==> src/sv/plsc_pkg.sv <==
`timescale 1ns / 1ps

package plsc_pkg;

    // Operation codes carried by an input item
    typedef enum logic [2:0] {
        OP_INS_FRONT = 3'd0,
        OP_INS_BACK  = 3'd1,
        OP_INS_POS   = 3'd2,
        OP_DEL_FRONT = 3'd3,
        OP_DEL_BACK  = 3'd4,
        OP_DEL_POS   = 3'd5,
        OP_DUMP      = 3'd6
    } op_t;

    // Result status codes
    typedef enum logic [1:0] {
        ST_OK      = 2'd0,
        ST_INVALID = 2'd1,
        ST_EMPTY   = 2'd2,
        ST_FULL    = 2'd3
    } status_t;

    // Which entry an insert or delete works on
    typedef enum logic [1:0] {
        AT_FRONT = 2'd0,
        AT_BACK  = 2'd1,
        AT_POS   = 2'd2
    } where_t;

    typedef struct packed {
        logic [2:0]         operation;
        logic signed [31:0] value;
        logic [4:0]         position;
    } in_item_t;

    typedef struct packed {
        logic [1:0]         status;
        logic [4:0]         entry_count;
        logic signed [31:0] entry_value;
        logic               has_entry;
        logic               last;
    } out_item_t;

    // Controller to datapath
    typedef struct packed {
        logic    load;
        logic    ins;
        logic    del;
        logic    rot;
        where_t  where;
        logic    emit;
        status_t status;
        logic    has_entry;
        logic    last;
    } ctrl_cmd_t;

    // Datapath to controller
    typedef struct packed {
        logic empty;
        logic full;
        logic pos_ins_ok;
        logic pos_del_ok;
        logic dump_last;
    } dp_status_t;

endpackage

==> src/sv/plsc_ctrl.sv <==
`timescale 1ns / 1ps

module plsc_ctrl (
    input  logic                clk,
    input  logic                rst_n,
    input  logic                start,
    input  logic [2:0]          operation,
    input  plsc_pkg::dp_status_t dp_st,
    output logic                busy,
    output plsc_pkg::ctrl_cmd_t cmd
);
    import plsc_pkg::*;

    typedef enum logic [1:0] {
        S_IDLE,
        S_EXEC,
        S_DUMP
    } state_t;

    state_t     state_reg, state_next;
    logic [2:0] op_reg, op_next;

    assign busy = (state_reg != S_IDLE);

    // Next state and command decode
    always_comb
    begin
        state_next = state_reg;
        op_next    = op_reg;
        cmd        = '0;
        cmd.where  = AT_FRONT;
        cmd.status = ST_OK;
        case (state_reg)
            S_IDLE:
            begin
                if (start)
                begin
                    cmd.load   = 1'b1;
                    op_next    = operation;
                    state_next = S_EXEC;
                end
            end
            S_EXEC:
            begin
                cmd.emit   = 1'b1;
                cmd.last   = 1'b1;
                state_next = S_IDLE;
                case (op_reg)
                    OP_INS_FRONT, OP_INS_BACK:
                    begin
                        cmd.where = (op_reg == OP_INS_FRONT) ? AT_FRONT : AT_BACK;
                        if (dp_st.full)
                            cmd.status = ST_FULL;
                        else
                            cmd.ins = 1'b1;
                    end
                    OP_INS_POS:
                    begin
                        cmd.where = AT_POS;
                        if (!dp_st.pos_ins_ok)
                            cmd.status = ST_INVALID;
                        else if (dp_st.full)
                            cmd.status = ST_FULL;
                        else
                            cmd.ins = 1'b1;
                    end
                    OP_DEL_FRONT, OP_DEL_BACK:
                    begin
                        cmd.where = (op_reg == OP_DEL_FRONT) ? AT_FRONT : AT_BACK;
                        if (dp_st.empty)
                            cmd.status = ST_EMPTY;
                        else
                            cmd.del = 1'b1;
                    end
                    OP_DEL_POS:
                    begin
                        cmd.where = AT_POS;
                        if (!dp_st.pos_del_ok)
                            cmd.status = ST_INVALID;
                        else
                            cmd.del = 1'b1;
                    end
                    OP_DUMP:
                    begin
                        if (dp_st.empty)
                            cmd.status = ST_EMPTY;
                        else
                        begin
                            // first entry goes out straight away
                            cmd.rot       = 1'b1;
                            cmd.has_entry = 1'b1;
                            cmd.last      = dp_st.dump_last;
                            if (!dp_st.dump_last)
                                state_next = S_DUMP;
                        end
                    end
                    default:
                        cmd.status = ST_INVALID;
                endcase
            end
            S_DUMP:
            begin
                cmd.emit      = 1'b1;
                cmd.rot       = 1'b1;
                cmd.has_entry = 1'b1;
                cmd.last      = dp_st.dump_last;
                if (dp_st.dump_last)
                    state_next = S_IDLE;
            end
            default:
                state_next = S_IDLE;
        endcase
    end

    // State and latched operation
    always_ff @(posedge clk or negedge rst_n)
    begin
        if (!rst_n)
        begin
            state_reg <= S_IDLE;
            op_reg    <= '0;
        end
        else
        begin
            state_reg <= state_next;
            op_reg    <= op_next;
        end
    end

endmodule

==> src/sv/plsc_dp.sv <==
`timescale 1ns / 1ps

module plsc_dp #(
    parameter int CAPACITY = 16
) (
    input  logic                 clk,
    input  logic                 rst_n,
    input  plsc_pkg::in_item_t   item,
    input  plsc_pkg::ctrl_cmd_t  cmd,
    output plsc_pkg::dp_status_t dp_st,
    output logic                 done,
    output plsc_pkg::out_item_t  result
);
    import plsc_pkg::*;

    localparam int IW = (CAPACITY > 1) ? $clog2(CAPACITY) : 1;
    localparam int CW = $clog2(CAPACITY + 1);
    localparam int XW = ((CW > 5) ? CW : 5) + 1;

    logic signed [31:0] cells_reg [CAPACITY];
    logic signed [31:0] value_reg;
    logic [4:0]         pos_reg;
    logic [CW-1:0]      count_reg, count_next;
    logic [CW-1:0]      dump_cnt_reg;
    logic               done_reg;
    out_item_t          result_reg;

    logic [CW-1:0] last_idx;
    logic [XW-1:0] pos_x, count_x, pos_m1_x, count_m1_x;
    logic [IW-1:0] idx;

    // Status for the controller
    assign last_idx   = count_reg - CW'(1);
    assign pos_x      = XW'(pos_reg);
    assign count_x    = XW'(count_reg);
    assign pos_m1_x   = pos_x - XW'(1);
    assign count_m1_x = count_x - XW'(1);

    assign dp_st.empty      = (count_reg == '0);
    assign dp_st.full       = (count_reg == CW'(CAPACITY));
    assign dp_st.pos_ins_ok = (pos_x != '0) && (pos_x <= count_x + XW'(1));
    assign dp_st.pos_del_ok = (pos_x != '0) && (pos_x <= count_x);
    assign dp_st.dump_last  = (dump_cnt_reg == last_idx);

    // Target cell of an insert or delete
    always_comb
    begin
        case (cmd.where)
            AT_FRONT: idx = '0;
            AT_BACK:  idx = cmd.ins ? count_x[IW-1:0] : count_m1_x[IW-1:0];
            AT_POS:   idx = pos_m1_x[IW-1:0];
            default:  idx = '0;
        endcase
    end

    // Entry count after this step
    always_comb
    begin
        count_next = count_reg;
        if (cmd.ins)
            count_next = count_reg + CW'(1);
        else if (cmd.del)
            count_next = last_idx;
    end

    // Shifting cells: insert opens a gap, delete closes one, dump rotates
    for (genvar i = 0; i < CAPACITY; i++)
    begin : g_cell
        localparam logic [IW-1:0] I_IDX = IW'(i);
        localparam logic [CW-1:0] I_CNT = CW'(i);
        logic signed [31:0] prev_val, next_val;

        if (i > 0)
        begin : g_prev
            assign prev_val = cells_reg[i-1];
        end
        else
        begin : g_noprev
            assign prev_val = '0;
        end

        if (i < CAPACITY - 1)
        begin : g_next
            assign next_val = cells_reg[i+1];
        end
        else
        begin : g_nonext
            assign next_val = cells_reg[i];
        end

        always_ff @(posedge clk)
        begin
            if (cmd.ins)
            begin
                if (I_IDX == idx)
                    cells_reg[i] <= value_reg;
                else if (I_IDX > idx)
                    cells_reg[i] <= prev_val;
            end
            else if (cmd.del)
            begin
                if (I_IDX >= idx)
                    cells_reg[i] <= next_val;
            end
            else if (cmd.rot)
            begin
                if (I_CNT == last_idx)
                    cells_reg[i] <= cells_reg[0];
                else if (I_CNT < last_idx)
                    cells_reg[i] <= next_val;
            end
        end
    end

    // Operand latch
    always_ff @(posedge clk)
    begin
        if (cmd.load)
        begin
            value_reg <= item.value;
            pos_reg   <= item.position;
        end
    end

    // Count and dump position
    always_ff @(posedge clk or negedge rst_n)
    begin
        if (!rst_n)
        begin
            count_reg    <= '0;
            dump_cnt_reg <= '0;
            done_reg     <= 1'b0;
        end
        else
        begin
            count_reg <= count_next;
            done_reg  <= cmd.emit;
            if (cmd.load)
                dump_cnt_reg <= '0;
            else if (cmd.rot)
                dump_cnt_reg <= dump_cnt_reg + CW'(1);
        end
    end

    // Result register
    always_ff @(posedge clk)
    begin
        if (cmd.emit)
        begin
            result_reg.status      <= cmd.status;
            result_reg.entry_count <= 5'(count_next);
            result_reg.entry_value <= cmd.has_entry ? cells_reg[0] : '0;
            result_reg.has_entry   <= cmd.has_entry;
            result_reg.last        <= cmd.last;
        end
    end

    assign done   = done_reg;
    assign result = result_reg;

endmodule

==> src/sv/positional_list_store_core.sv <==
// Ordered list of up to CAPACITY signed 32-bit entries held in shifting cells.
// An item is taken when start is high and busy is low. An insert or delete
// latches the item, then, if it is allowed, shifts the cells from its target
// place onward by one place at once; the result strobes on done in the
// following cycle. A dump sends out one entry a cycle front to back, read from
// the front cell while the list rotates through it, so the list is back in
// order when the last entry goes out; dumping an empty list gives one result
// with status empty. Results are shown for one cycle only and cannot be held
// off: the receiver must take done and result on every cycle that done is high.
`timescale 1ns / 1ps

module positional_list_store_core #(
    parameter int CAPACITY = 16
) (
    input  logic               clk,
    input  logic               rst_n,
    input  logic               start,
    output logic               busy,
    input  plsc_pkg::in_item_t item,
    output logic               done,
    output plsc_pkg::out_item_t result
);
    import plsc_pkg::*;

    ctrl_cmd_t  cmd;
    dp_status_t dp_st;

    plsc_ctrl u_ctrl (
        .clk       (clk),
        .rst_n     (rst_n),
        .start     (start),
        .operation (item.operation),
        .dp_st     (dp_st),
        .busy      (busy),
        .cmd       (cmd)
    );

    plsc_dp #(
        .CAPACITY (CAPACITY)
    ) u_dp (
        .clk    (clk),
        .rst_n  (rst_n),
        .item   (item),
        .cmd    (cmd),
        .dp_st  (dp_st),
        .done   (done),
        .result (result)
    );

endmodule

==> config.mk <==
export PLATFORM = sky130hd
export DESIGN_NAME = positional_list_store_core
export DESIGN_NICKNAME = d
export VERILOG_FILES = /design/src/sv/plsc_pkg.sv /design/src/sv/plsc_ctrl.sv /design/src/sv/plsc_dp.sv /design/src/sv/positional_list_store_core.sv
export SDC_FILE = /design/constraint.sdc
export NUM_CORES = 2
export LEC_CHECK = 0
export ABC_AREA = 1
export BUFFER_PORTS_ARGS = -buffer_cell sky130_fd_sc_hd__clkbuf_2
export CORE_MARGIN = 1.5
export CORE_UTILIZATION = 40
export CTS_CLUSTER_SIZE = 12
export DETAILED_ROUTE_END_ITERATION = 8
export PLACE_DENSITY_LB_ADDON = 0.05
export SLEW_MARGIN = 10
export SYNTH_ARGS = -nofsm -noshare
export SYNTH_HDL_FRONTEND = slang
export SYNTH_HIERARCHICAL = 1
export SYNTH_SLANG_ARGS = --single-unit
export TNS_END_PERCENT = 30
==> constraint.sdc <==
create_clock -name clk -period 7.13 [get_ports clk]
set_input_delay 1.7825 -clock clk [delete_from_list [all_inputs] [get_ports clk]]
set_output_delay 1.7825 -clock clk [all_outputs]
set_load 0.05 [all_outputs]
==> results.md <==
* Total standard cell area after synthesis at 40200 um2
* Launch point of the worst reg-to-reg path: u_dp/count_reg[0]$_DFF_PN0_
* Total Power at around 28 mW
* Starting Density at 0.403
* Cell-by-cell listing of the critical path: inv_2, ha_1, inv_1, ha_1, a21oi_1, o221ai_1, a31oi_1, nand2_1, a21oi_4, nor2_4, inv_2, nor2_4, inv_2, nor2_4, inv_2, buf_4, nor2_1, nor2_1, nand2_1, buf_4
* Max-cap violations at 0
* Lkg Pwr at 18.8 nW
* Die Footprint at approximately 100000 um2
* Cell depth of the worst hold path at 2
* Final Wtd Congestion at 1.00
* Remaining max-slew budget at the tightest pin at 0.0671
* Share of the cycle needed by the critical path after routing at 0.862
* DRC violations left at 0
* Synthesis Warnings at 6
* # hold bufs at CTS at 0
* Final Skew at 31.0 ps
* Clock tree buffer depth at 3
* Peak Freq at about 0.16 GHz
* Worst Max-Slew Pin Slew at 1400 ps
* Fraction of layout cells with a size suffix above 1 at 0.0833
* Hold violation total from the final report at 0
* Crit path capture type: register
* Worst endpoint data arrival time at 6490 ps
* Final net count at 5495
* Worst Min Path Start: u_ctrl/state_reg[1]$_DFFE_PN0P_
* Hold WC Path Type: register to register
* Avg WL per Cell at 30.7 um
* End of the worst register-to-register path: u_dp/cells_reg[1][44]$_DFFE_PP_
* Deepest level of the CTS H-tree at 3
* TritonCTS clock tree: built
* Peak per-stage delay on the critical path at 730 ps
* Flop and latch count out of synthesis at 606
* Critical path's most frequent cell: sky130_fd_sc_hd__inv_2
* Number of failing setup endpoints in the final timing report at 0
* Share of synthesized flip-flops with an asynchronous set or reset at 0.0264
* Master of the slowest instance on the critical path: sky130_fd_sc_hd__nor2_1
* Share of the yosys chip area belonging to registers at 0.451
* I/O Buffers at 85
* Synthesized netlist net count at ~5600
* Flip-flop count of the largest register, all copies and words added at 512
* Part of the power in combinational logic at 0.517
* Post-layout minimum cycle time at 6140 ps
* Clock root buffer: sky130_fd_sc_hd__clkbuf_16
* Via count of the first global-routing pass at 38150
* Worst VDD drop at between 400 and 500 uV
* Number of resized instances in the post-cts repair step at 0
* Power per cell area at 634 nW/um2
* Final HPWL DP at 136 mm
* Result of the run: finished clean
* Main synth FF type: sky130_fd_sc_hd__edfxtp_1
* Logic depth of the worst register-to-register path at 20
* Number of clock buffers inserted by TritonCTS at 77
* Switching Power at 14.8 mW
* Post-synthesis instance total at 5547
* Vias per inst at 6.07
* Post-synthesis to final-layout area growth at 9.75%
* DRT Wirelength at roughly 210 mm
* End point of the most critical hold path: u_ctrl/state_reg[1]$_DFFE_PN0P_
* Clk sink count at 606
* Insertion delay to the later sink of the worst-skew pair at 680 ps
* Area used by multi-input combinational logic at 18500 um2
* Internal power summed over all cells at ~13 mW
* Setup repair bufs after CTS at 0
* Antenna violations before repair at 19
* Via Count at 41237
* Die extent in x at 320 um
* Relative contribution of the clock network to total power at 0.140
* Number of placement rows at roughly 120
* Area occupied by registers at roughly 18000 um2
* Number of synthesized flops with an enable pin at 590
* Chip height at 320 um
* Largest net degree at the start of global routing at 68
* Layout Cell Area excl Fill at between 40000 and 50000 um2
* CP Class: register to register
* Grt total ovfl at 0
* Drt first pass iters at 6
* Count of different cell masters after synthesis at 49
* Core Box Area at between 90000 and 100000 um2
* IO Pins at 86
* Placed Instance Area at 41700 um2
* Number of violations reported at the end of detailed-routing iteration 0 at 5561
* Pins Over Slew Limit at 0
* CP required at roughly 7500 ps
* Maximum fanout along the worst path at 27
* Worst reg-to-reg setup slack at 990 ps
* Average cell area after synthesis at about 7.2 um2
* GR Util All Layers at 0.399
* Setup tns final at 0 ps
* Startpoint type of the worst setup path: register
* Fin Hold WS at 516 ps
* Switching Share at 0.530
* RSZ-0062 raised after global routing: false
* Post-DRT Antenna Nets at 0
* Global-route wire length before repair at 288 mm
* Fillcell total at 10424
* Worst-path clk slew at 60 ps
* Power share of the sequential group at 0.342
## critical path, delay by kind of cell, from the launching register on
kind	cells	cell delay (ps)
AO/OA/AOI/OAI	4	490
buffers and inverters	7	1360
AND/OR/NAND/NOR	7	2440
adder cells (fa/ha/maj)	2	820
flip-flops	1	670
## power groups by stage
stage               Sequential [mW]  Combinational (mW)  Clock (mW)
floorplan                      8.72                8.48           0
global placement               9.52                13.9           0
detailed placement             9.50                14.0           0
CTS                            9.47                14.0        3.96
global route                   9.59                15.5        4.07
finish                         9.57                14.5        3.92
## per-layer routing
metal / wire, um / GRT usage / part of all wire
met1: 74000 / 0.469 / 0.35
met2: 91200 / 0.607 / 0.44
met3: 24200 / 0.124 / 0.12
met4: 18900 / 0.309 / 0.091
met5: 295 / 0.00804 / 0.0014
## through the flow
| step | setup WS [ps] | std cells | utilization |
|---|---|---|---|
| 6_report | 986 | 6793 | 0.442 |
| 3_3_place_gp | 1220 | 6648 | 0.418 |
| 4_1_cts | 1030 | 6784 | 0.442 |
| 5_1_grt | 501 | 6786 | 0.442 |
| 2_1_floorplan | 294 | 5547 | - |
| 3_5_place_dp | 1040 | 6648 | 0.418 |
## cell type report
type	count	area share
repair buffers	232	0.0349
flip-flops and latches	606	0.411
well taps	1298	0.0368
clock inverters	29	0.00607
diodes	9	0.000510
clock buffers	107	0.0479
multi-input cells	4001	0.420
inverters	511	0.0435
## cells by family (layout without fill, tap and decap cells)
| logic type | count (synthesis) | count (layout) | synth area share |
|---|---|---|---|
| adders and majority gates | 23 | 23 | 0.00716 |
| xor gates and xnor gates | 6 | 6 | 0.00131 |
| DFF | 606 | 606 | 0.451 |
| and+or+nand+nor | 2708 | 2708 | 0.275 |
| other | 0 | 9 | 0 |
| buffers and inverters | 940 | 879 | 0.0935 |
| AOI/OAI and AO/OA | 1264 | 1264 | 0.172 |
## placed cells by master, fill, tap and decap left out, types with 6 or more instances in the layout
cell type / netlist / routed
sky130_fd_sc_hd__clkbuf_16: 0 / 80
sky130_fd_sc_hd__clkbuf_2: 7 / 85
sky130_fd_sc_hd__a21o_1: 22 / 22
sky130_fd_sc_hd__nand3_1: 471 / 465
sky130_fd_sc_hd__nand2_1: 1685 / 1674
sky130_fd_sc_hd__clkinv_1: 50 / 56
sky130_fd_sc_hd__buf_4: 14 / 146
sky130_fd_sc_hd__clkbuf_1: 265 / 26
sky130_fd_sc_hd__nor2_1: 459 / 454
sky130_fd_sc_hd__nand3b_1: 8 / 8
sky130_fd_sc_hd__dfrtp_1: 16 / 16
sky130_fd_sc_hd__a21oi_1: 440 / 437
sky130_fd_sc_hd__nor2_4: 8 / 12
sky130_fd_sc_hd__clkinv_2: 0 / 12
sky130_fd_sc_hd__o22ai_1: 53 / 53
sky130_fd_sc_hd__o21ai_1: 38 / 37
sky130_fd_sc_hd__o21ai_0: 528 / 525
sky130_fd_sc_hd__diode_2: 0 / 9
sky130_fd_sc_hd__inv_1: 425 / 425
sky130_fd_sc_hd__nand4_1: 27 / 27
sky130_fd_sc_hd__nor3_1: 10 / 9
sky130_fd_sc_hd__nor2_2: 14 / 15
sky130_fd_sc_hd__o21ai_4: 1 / 6
sky130_fd_sc_hd__edfxtp_1: 590 / 590
sky130_fd_sc_hd__o21bai_1: 61 / 61
sky130_fd_sc_hd__ha_1: 23 / 22
sky130_fd_sc_hd__o31ai_1: 23 / 23
sky130_fd_sc_hd__o211ai_1: 80 / 80
sky130_fd_sc_hd__nand2_2: 14 / 25
sky130_fd_sc_hd__nand3_2: 1 / 7
sky130_fd_sc_hd__inv_2: 36 / 36
## worst max path at each step
stage / start / slack [ps] / cells past startpoint / to
detailed placement: u_dp/count_reg[0]$_DFF_PN0_ / 1040 / 21 / u_dp/cells_reg[1][79]$_DFFE_PP_
CTS: u_dp/count_reg[0]$_DFF_PN0_ / 1030 / 21 / u_dp/cells_reg[1][79]$_DFFE_PP_
floorplan: u_dp/count_reg[0]$_DFF_PN0_ / 290 / 17 / u_dp/cells_reg[0][0]$_DFFE_PP_
global route: u_dp/count_reg[0]$_DFF_PN0_ / 500 / 21 / u_dp/cells_reg[1][79]$_DFFE_PP_
global placement: u_dp/count_reg[0]$_DFF_PN0_ / 1220 / 20 / u_dp/cells_reg[1][43]$_DFFE_PP_
finish: u_dp/count_reg[0]$_DFF_PN0_ / 990 / 20 / u_dp/cells_reg[1][44]$_DFFE_PP_
## synthesized netlist by cell type (10+ instances only)
cell	count	area share
sky130_fd_sc_hd__nand2_1	1685	0.16
sky130_fd_sc_hd__edfxtp_1	590	0.44
sky130_fd_sc_hd__o21ai_0	528	0.066
sky130_fd_sc_hd__nand3_1	471	0.059
sky130_fd_sc_hd__nor2_1	459	0.043
sky130_fd_sc_hd__a21oi_1	440	0.055
sky130_fd_sc_hd__inv_1	425	0.040
sky130_fd_sc_hd__clkbuf_1	265	0.025
sky130_fd_sc_hd__buf_2	116	0.014
sky130_fd_sc_hd__o211ai_1	80	0.015
sky130_fd_sc_hd__o21bai_1	61	0.011
sky130_fd_sc_hd__o22ai_1	53	0.0082
sky130_fd_sc_hd__clkinv_1	50	0.0047
sky130_fd_sc_hd__o21ai_1	38	0.0047
sky130_fd_sc_hd__inv_2	36	0.0034
sky130_fd_sc_hd__nand4_1	27	0.0042
sky130_fd_sc_hd__buf_1	24	0.0022
sky130_fd_sc_hd__ha_1	23	0.0072
sky130_fd_sc_hd__o31ai_1	23	0.0043
sky130_fd_sc_hd__a21o_1	22	0.0041
sky130_fd_sc_hd__dfrtp_1	16	0.010
sky130_fd_sc_hd__buf_4	14	0.0026
sky130_fd_sc_hd__nand2_2	14	0.0022
sky130_fd_sc_hd__nor2_2	14	0.0022
sky130_fd_sc_hd__nor3_1	10	0.0012
Note: power is estimated with default switching activity, not from simulation.
